**config.mk**
```make
export PLATFORM = sky130hd
export DESIGN_NAME = lru_tagged_entry_cache
export DESIGN_NICKNAME = d
export VERILOG_FILES = /design/src/rtl/ltec_pkg.sv /design/src/rtl/ltec_ram.sv /design/src/rtl/lru_tagged_entry_cache.sv
export SDC_FILE = /design/constraint.sdc
export NUM_CORES = 2
export LEC_CHECK = 0
export ABC_CLOCK_PERIOD_IN_PS = 7050
export BUFFER_PORTS_ARGS = -buffer_cell sky130_fd_sc_hd__buf_2
export CELL_PAD_IN_SITES_DETAIL_PLACEMENT = 1
export CELL_PAD_IN_SITES_GLOBAL_PLACEMENT = 2
export CORE_ASPECT_RATIO = 1.25
export CORE_MARGIN = 2
export CORE_UTILIZATION = 53
export DETAILED_ROUTE_END_ITERATION = 6
export GPL_TIMING_DRIVEN = 1
export PLACE_DENSITY = 0.84
export SETUP_SLACK_MARGIN = 0.3
export SLEW_MARGIN = 10
export SYNTH_ARGS = -nofsm -noshare
export SYNTH_HDL_FRONTEND = slang
export SYNTH_SLANG_ARGS = --single-unit
```
**constraint.sdc**
```tcl
create_clock -name clk_i -period 7.05 [get_ports clk_i]
set_input_delay 0.3525 -clock clk_i [delete_from_list [all_inputs] [get_ports clk_i]]
set_output_delay 0.3525 -clock clk_i [all_outputs]
set_load 0.02 [all_outputs]
```
**src/rtl/ltec_pkg.sv**
```systemverilog
// Package with shared constants and types for the tagged entry cache.
`default_nettype none
package ltec_pkg;
  localparam int unsigned EntriesDef = 32;
  localparam int unsigned KeyW       = 16;
  localparam int unsigned StampW     = 31;
  localparam int unsigned CountW     = 32;
  localparam int unsigned SlotW      = 5;
  localparam int unsigned HwW        = 6;
  localparam int unsigned ReqW       = 2;

  typedef enum logic [ReqW-1:0] {
    REQ_LOOKUP = 2'd0,
    REQ_INSERT = 2'd1,
    REQ_EVICT  = 2'd2,
    REQ_DIRTY  = 2'd3
  } req_e;

  // entry word: {prefetched, dirty, valid, stamp, key}
  localparam int unsigned EntW = KeyW + StampW + 3;
  typedef struct packed {
    logic              pref;
    logic              dirty;
    logic              valid;
    logic [StampW-1:0] stamp;
    logic [KeyW-1:0]   key;
  } entry_t;
endpackage
`default_nettype wire

```
**src/rtl/ltec_ram.sv**
```systemverilog
// Generic single-port-write, single-port-read RAM with registered read.
`default_nettype none
module ltec_ram #(
  parameter int unsigned Width = 8,
  parameter int unsigned Depth = 32
) (
  input  wire logic                     clk_i,
  input  wire logic                     we_i,
  input  wire logic [$clog2(Depth)-1:0] waddr_i,
  input  wire logic [Width-1:0]         wdata_i,
  input  wire logic [$clog2(Depth)-1:0] raddr_i,
  output      logic [Width-1:0]         rdata_o
);
  logic [Width-1:0] mem_q [Depth];
  always_ff @(posedge clk_i) begin
    if (we_i) mem_q[waddr_i] <= wdata_i;
    rdata_o <= mem_q[raddr_i];
  end
endmodule
`default_nettype wire

```
**src/rtl/lru_tagged_entry_cache.sv**
```systemverilog
// Top level of the fully associative LRU tagged entry cache.
// Usage:
//   A request enters on s_axis (tdata = req_type, key, frame, as_prefetch).
//   Exactly one response leaves on m_axis per request carrying hit, slot,
//   flags, the three wrapping counters and the high-water entry count.
//   Entries live in one RAM with registered read; a request's scan walks
//   the RAM one entry per cycle. A scan pass covers the high-water count
//   of entries for the key search, evict and mark-dirty, and ENTRIES for
//   the free-slot and LRU passes. Lookup takes one pass, evict and
//   mark-dirty one pass or none when the high-water count is zero, insert
//   up to four (find key, find free slot, LRU pick, and a second LRU pass
//   when the first pick is prefetched). After reset a clearing pass writes
//   every entry to zero, during which s_axis_tready stays low.
//   One request is in flight at a time. The response is held in an output
//   register; when the receiver stalls the response holds, and the next
//   request is taken only once it has been delivered.
`default_nettype none
module lru_tagged_entry_cache #(
  parameter int unsigned ENTRIES = ltec_pkg::EntriesDef
) (
  input  wire logic         clk_i,
  input  wire logic         rst_ni,
  input  wire logic         s_axis_tvalid,
  output      logic         s_axis_tready,
  // tdata: req_type[1:0], key[17:2], frame[48:18], as_prefetch[49], zeros
  input  wire logic [55:0]  s_axis_tdata,
  output      logic         m_axis_tvalid,
  input  wire logic         m_axis_tready,
  // tdata: hit[0], slot[5:1], slot_valid[6], evicted[7], hit_count[39:8],
  //   miss_count[71:40], evict_count[103:72], entry_count[109:104], zeros
  output      logic [111:0] m_axis_tdata
);
  import ltec_pkg::*;
  localparam int unsigned AW = $clog2(ENTRIES);
  localparam int unsigned CW = AW + 1;

  typedef enum logic [3:0] {
    S_CLEAR, S_IDLE, S_FIND, S_FREE, S_LRU1, S_LRU2, S_EVSCAN,
    S_DIRTY, S_WRITE, S_OUT
  } state_e;

  state_e state_q;
  logic [ReqW-1:0]   req_q;
  logic [KeyW-1:0]   key_q;
  logic [StampW-1:0] frame_q;
  logic              pf_q;
  logic [CW-1:0]     idx_q;   // read address issued
  logic              rv_q;    // read data valid this cycle
  logic [AW-1:0]     ra_q;    // address of data now on rdata
  logic [CW-1:0]     hw_q;
  logic [CountW-1:0] hits_q, miss_q, evc_q;
  logic              found_q;
  logic [AW-1:0]     pick_q;
  logic [StampW-1:0] old_q;
  entry_t            pick_e_q;
  logic              hit_q, sv_q, ev_q;
  logic [SlotW-1:0]  slot_q;

  logic          we;
  logic [AW-1:0] waddr;
  entry_t        wdata, rdata;
  logic [EntW-1:0] rraw;

  ltec_ram #(.Width(EntW), .Depth(ENTRIES)) u_ram (
    .clk_i, .we_i(we), .waddr_i(waddr), .wdata_i(wdata),
    .raddr_i(idx_q[AW-1:0]), .rdata_o(rraw)
  );
  assign rdata = entry_t'(rraw);

  // scan limit of the active pass
  logic [CW-1:0] lim;
  always_comb begin
    lim = CW'(ENTRIES);
    if (state_q == S_FIND || state_q == S_EVSCAN || state_q == S_DIRTY) lim = hw_q;
  end
  logic issue;
  assign issue = idx_q < lim;

  always_comb begin
    we = 1'b0; waddr = ra_q; wdata = rdata;
    if (state_q == S_CLEAR) begin
      we = 1'b1; waddr = idx_q[AW-1:0]; wdata = '0;
    end else if (state_q == S_DIRTY && rv_q) begin
      we = 1'b1; wdata.dirty = 1'b1;
    end else if (state_q == S_WRITE) begin
      we = 1'b1; waddr = pick_q; wdata = pick_e_q;
    end
  end

  assign s_axis_tready = (state_q == S_IDLE);
  assign m_axis_tvalid = (state_q == S_OUT);
  assign m_axis_tdata = {2'b0, HwW'(hw_q), evc_q, miss_q, hits_q,
                         ev_q, sv_q, slot_q, hit_q};

  always_ff @(posedge clk_i or negedge rst_ni) begin
    if (!rst_ni) begin
      state_q <= S_CLEAR; idx_q <= '0; rv_q <= 1'b0; hw_q <= '0;
      hits_q <= '0; miss_q <= '0; evc_q <= '0;
      hit_q <= 1'b0; sv_q <= 1'b0; ev_q <= 1'b0; slot_q <= '0;
      found_q <= 1'b0; pick_q <= '0;
      req_q <= '0; key_q <= '0; frame_q <= '0; pf_q <= 1'b0;
      ra_q <= '0; old_q <= '0; pick_e_q <= '0;
    end else begin
      rv_q <= 1'b0;
      // stop issuing once the key search or free-slot search has its entry
      if (state_q != S_CLEAR && state_q != S_IDLE && state_q != S_WRITE &&
          state_q != S_OUT && issue &&
          !(found_q && (state_q == S_FIND || state_q == S_FREE))) begin
        idx_q <= idx_q + 1'b1; rv_q <= 1'b1; ra_q <= idx_q[AW-1:0];
      end
      unique case (state_q)
        S_CLEAR: begin
          idx_q <= idx_q + 1'b1;
          if (idx_q == CW'(ENTRIES - 1)) begin idx_q <= '0; state_q <= S_IDLE; end
        end
        S_IDLE: if (s_axis_tvalid) begin
          req_q <= s_axis_tdata[1:0]; key_q <= s_axis_tdata[17:2];
          frame_q <= s_axis_tdata[48:18]; pf_q <= s_axis_tdata[49];
          idx_q <= '0; found_q <= 1'b0; pick_q <= '0;
          hit_q <= 1'b0; sv_q <= 1'b0; ev_q <= 1'b0; slot_q <= '0;
          unique case (req_e'(s_axis_tdata[1:0]))
            REQ_LOOKUP, REQ_INSERT: state_q <= S_FIND;
            REQ_EVICT: state_q <= (hw_q == '0) ? S_OUT : S_EVSCAN;
            REQ_DIRTY: state_q <= (hw_q == '0) ? S_OUT : S_DIRTY;
            default: state_q <= S_OUT;
          endcase
        end
        S_FIND: begin
          if (rv_q && !found_q && rdata.valid && rdata.key == key_q) begin
            found_q <= 1'b1; pick_q <= ra_q; pick_e_q <= rdata;
            pick_e_q.stamp <= frame_q;
            if (req_q == REQ_INSERT) pick_e_q.dirty <= 1'b1;
          end
          if (found_q) begin
            hit_q <= 1'b1; sv_q <= 1'b1; slot_q <= SlotW'(pick_q);
            if (req_q == REQ_LOOKUP) hits_q <= hits_q + 1'b1;
            state_q <= S_WRITE;
          end else if (!rv_q && !issue) begin
            if (req_q == REQ_LOOKUP) begin
              miss_q <= miss_q + 1'b1; state_q <= S_OUT;
            end else begin
              idx_q <= '0; state_q <= S_FREE;
            end
          end
        end
        S_FREE: begin
          if (rv_q && !found_q && !rdata.valid) begin
            found_q <= 1'b1; pick_q <= ra_q;
          end
          if (found_q || (!rv_q && !issue)) begin
            if (!found_q) begin
              idx_q <= '0; found_q <= 1'b0; state_q <= S_LRU1;
            end else begin
              pick_e_q <= '{pref: pf_q, dirty: 1'b1, valid: 1'b1,
                            stamp: frame_q, key: key_q};
              sv_q <= 1'b1; slot_q <= SlotW'(pick_q);
              if (CW'(pick_q) >= hw_q) hw_q <= CW'(pick_q) + 1'b1;
              state_q <= S_WRITE;
            end
          end
        end
        S_LRU1, S_LRU2, S_EVSCAN: begin
          if (rv_q) begin
            if (ra_q == '0 && state_q != S_LRU2) begin
              old_q <= rdata.stamp; pick_q <= '0; found_q <= rdata.pref;
            end else if (rdata.stamp < old_q &&
                         (state_q != S_LRU1 || !rdata.pref)) begin
              old_q <= rdata.stamp; pick_q <= ra_q; found_q <= rdata.pref;
            end
          end
          if (!rv_q && !issue && idx_q != '0) begin
            if (state_q == S_LRU1 && found_q) begin
              idx_q <= '0; state_q <= S_LRU2;
            end else if (state_q == S_EVSCAN) begin
              pick_e_q <= '0; evc_q <= evc_q + 1'b1;
              sv_q <= 1'b1; ev_q <= 1'b1; slot_q <= SlotW'(pick_q);
              if (CW'(pick_q) == hw_q - 1'b1) hw_q <= hw_q - 1'b1;
              state_q <= S_WRITE;
            end else begin
              pick_e_q <= '{pref: pf_q, dirty: 1'b1, valid: 1'b1,
                            stamp: frame_q, key: key_q};
              evc_q <= evc_q + 1'b1; ev_q <= 1'b1;
              sv_q <= 1'b1; slot_q <= SlotW'(pick_q);
              if (CW'(pick_q) >= hw_q) hw_q <= CW'(pick_q) + 1'b1;
              state_q <= S_WRITE;
            end
          end
        end
        S_DIRTY: if (!rv_q && !issue) state_q <= S_OUT;
        S_WRITE: state_q <= S_OUT;
        S_OUT: if (m_axis_tready) state_q <= S_IDLE;
        default: state_q <= S_IDLE;
      endcase
    end
  end
endmodule
`default_nettype wire
```
==> parameters.txt <==
Parameter                              Value

Routing
  Via density per instance    between 6 and 7
  Length of routed met2 wiring    99300 um
  Final routed DRC violation total    0
  Wire length per cell after detailed routing    32.1 um
  Number of optimization iterations in the first detailed-route pass    6
  Uppermost layer routed    met5
  Routed length on met1    73100 um
  Number of design-rule violations left by the first detailed-router iteration    4300
  Routed length on met3    15900 um
  Final ANT Viol Nets    0
  Via count    about 39k
  Total Wirelength    approximately 200000 um

Power
  Portion of total power attributed to the clock network    0.260
  Part of the power in combinational logic    0.306
  Switching share of power    0.321
  Leakage power summed over all cells    about 29 nW
  Post-layout power    approximately 37 mW
  Pwr Density    437 nW/um2
  Largest vdd supply drop    between 0.3 and 0.4 mV
  Sequential cell fraction of total power    0.435
  Total internal power    25.0 mW
  Switching Power    around 12 mW

Min path
  Min-Delay Path Class    input pin to asynchronous set/reset pin

GRT
  Wire length of the first global-routing pass    285000 um
  GRT Util Overall    0.277
  Overflow left after global routing    0
  Largest net degree at the start of global routing    101
  Via count of the first global-routing pass    around 41k
  Antenna violations before repair    3

Die
  Die X    ~340 um
  Height of the chip    422 um
  Total number of placement rows    roughly 150
  Initial cell density of the core    0.533
  Top Ports    roughly 170
  Placeable Area    139000 um2
  Full die area    roughly 140000 um2

Synthesis
  Count of yosys warnings during synthesis    0
  Largest family of logic cells by synthesized area    multiplexers
  Synthesized area divided by synthesized cell count    19.8 um2
  Post-Synth XOR/XNOR Area    0.0143
  Post-synthesis compound-gate area fraction    0.0201
  Post-Synth Simple-Gate Area    0.0351
  Async set-reset flop share out of synthesis    0.139
  Gate count after technology mapping    3743
  Fraction of synthesized area in multiplexers    0.171
  Library cells used by synthesis    86
  Summed instance area of the synthesized netlist    74200 um2
  Most used DFF post-synth    edfxtp_1
  Number of synthesized flops with an enable pin    1568
  Post-Synth Adder-Cell Area    0.00792
  Seq cells post-synth    between 1.5k and 2k
  Sequential-to-total area share from yosys stat    0.736

CTS
  Sinks on the clock net    1879
  Deepest clock path buffer count    3
  Clock tree from TritonCTS    built
  Root buffer cell    clkbuf_16
  Number of buffers created by CTS    176
  Latest clock arrival within the worst-skew pair    0.83 ns
  Cts repair resizes    0
  Number of H-tree levels    4
  Cts hold-fix bufs    53
  # Post-CTS Setup Buffers    0
  Clock transition at the register clock pins on the worst setup and hold paths after CTS    0.07 ns

Place
  Post-placement cell count    5688
  GP Congestion    0.798
  Detailed-placement wirelength estimate    105000 um
  Count of port buffers added during placement    165

Cells and area
  Most used cells in the layout excluding fill and tap cells    edfxtp_1, mux4_2, nand2_1
  Number of nets in the layout    between 4k and 5k
  Area delta synth->final    13.7%
  Antenna Cells    0
  Most common cell after layout, fill and taps aside    edfxtp_1
  FF+latch area    54600 um2
  Final-layout fill cell count    11.9k
  Final instance count without filler cells    6073
  Area of the multi-input gates    19000 um2
  Share of post-route cells with drive strength above 1    0.290

Timing
  Part of the cycle the worst path needs    0.681
  Number of setup violations in the final report    0
  Maximum clock frequency    208 MHz
  Slew at the pin with the worst max-slew slack    1.31 ns
  Worst slew margin relative to its limit    0.128
  Min Hold Slack    0.119 ns
  Total negative slack for setup checks    0 ns
  Final Hold Violating Endpoints    0
  Fin Clk Skew    0.0279 ns
  RSZ-0062 raised after global routing    false
  Pins Over Slew Limit    0
  Clock period minus final worst setup slack    about 4.8 ns

Setup path
  Worst Setup End Kind    flop
  Signal arrival time at the worst endpoint    5.24 ns
  Worst path top cell family by delay    simple AND/OR/NAND/NOR gates
  Crit path cell chain    or4b_4 -> nand2_1 -> a21oi_1 -> a21oi_1 -> nand3b_1 -> nor2_4 -> buf_4
  Critical path required time    7.49 ns
  Nature of the critical path startpoint    flop
  Maximum fanout encountered on the critical timing path    38
  Standard cell with the maximum stage delay on the critical path    or4b_4
  Critical path buffers and inverters    1
  Type of the worst setup path    flop to flop
  Dominant cell type by count on the critical path    a21oi_1
  Max incr delay on CP    0.83 ns

Job
  Max-cap check violation count    0

Run status
  Result of the run    finished, final reports clean
## power groups by stage
stage,clock network (mW),registers [mW],logic (mW)
2_1_floorplan,0,15.9,7.61
3_3_place_gp,0,16.1,10.6
3_5_place_dp,0,16.2,11.1
4_1_cts,9.70,16.0,11.2
5_1_grt,10.1,16.1,12.1
6_report,9.56,16.0,11.3
## final timing paths
path | endpoint | cells after the start | slack [ns] | start
worst max register to register | u_ram.mem_q[0][29] | 7 | 2.25 | state_q[0]
worst min-delay path | miss_q[28] | 2 | 0.12 | rst_ni
worst min register to register | miss_q[31] | 1 | 0.47 | miss_q[31]
min in group clk_i | frame_q[0] | 3 | 0.29 | s_axis_tdata[18]
max in group asynchronous | idx_q[2] | 3 | 5.38 | rst_ni
worst max-delay path | u_ram.mem_q[0][29] | 7 | 2.25 | state_q[0]
## area by class of cell
class,instances,share of cell area
timing repair buffer,327,0.0287
sequential,1879,0.647
tap,1860,0.0276
multi-input combinational,1612,0.225
clock inverter,89,0.0117
clock buffer,242,0.0568
inverter,64,0.00285
## through the flow
stage	utilization	setup WS (ns)	instance area, um2
after floorplan	-	2.59	74200
after global placement	0.560	2.29	77900
after detailed placement	0.560	2.12	77900
after CTS	0.605	2.03	84300
after global routing	0.606	1.96	84400
final	0.606	2.25	84400
## metal layers
metal	up-vias	global-route usage
met2	1965	0.464
met3	393	0.0585
met5	-	0
met1	20500	0.360
met4	2	0.100
li1	15700	-
## state kept, by name (all words and copies together) (netlist names), 6 cells and up
signal,count
pick_e_q,49
old_q,31
idx_q,6
frame_q,31
evc_q,32
hw_q,6
hits_q,32
u_ram.mem_q,1568
key_q,16
miss_q,32
u_ram.rdata_o,49
## cell families (layout without fill, tap and decap cells)
| logic type | after synthesis | in the layout |
|---|---|---|
| flops | 1879 | 1879 |
| mux | 641 | 641 |
| simple gates | 559 | 559 |
| buf+inv | 253 | 722 |
| compound gates | 242 | 242 |
| xor+xnor | 121 | 121 |
| fa+ha+maj | 47 | 47 |
| other cells | 1 | 2 |
## cells in the mapped netlist, types with 4 or more instances
cell type	instances	share of area
o21a_1	4	0.00040
a21oi_1	93	0.0063
nand4_1	33	0.0028
nand3_1	47	0.0032
clkbuf_1	96	0.0049
dfxtp_1	49	0.013
xnor2_1	80	0.0094
ha_1	47	0.0079
nor4_1	8	0.00067
mux2_2	108	0.016
dfrtp_1	262	0.088
mux2_1	31	0.0047
buf_6	13	0.0020
o21ai_0	53	0.0036
nand2_1	272	0.014
mux2i_1	12	0.0016
and4_1	9	0.0011
inv_1	61	0.0031
and2_1	5	0.00042
nor3_1	23	0.0016
a31oi_1	5	0.00042
buf_2	51	0.0034
edfxtp_1	1568	0.63
o21ai_1	22	0.0015
a22oi_1	18	0.0018
xor2_1	41	0.0048
nand2b_1	7	0.00059
buf_1	22	0.0011
and3_1	26	0.0022
o31ai_1	4	0.00040
mux4_2	490	0.15
buf_4	7	0.00071
nor2_1	97	0.0049
Note: power is estimated with default switching activity, not from simulation.
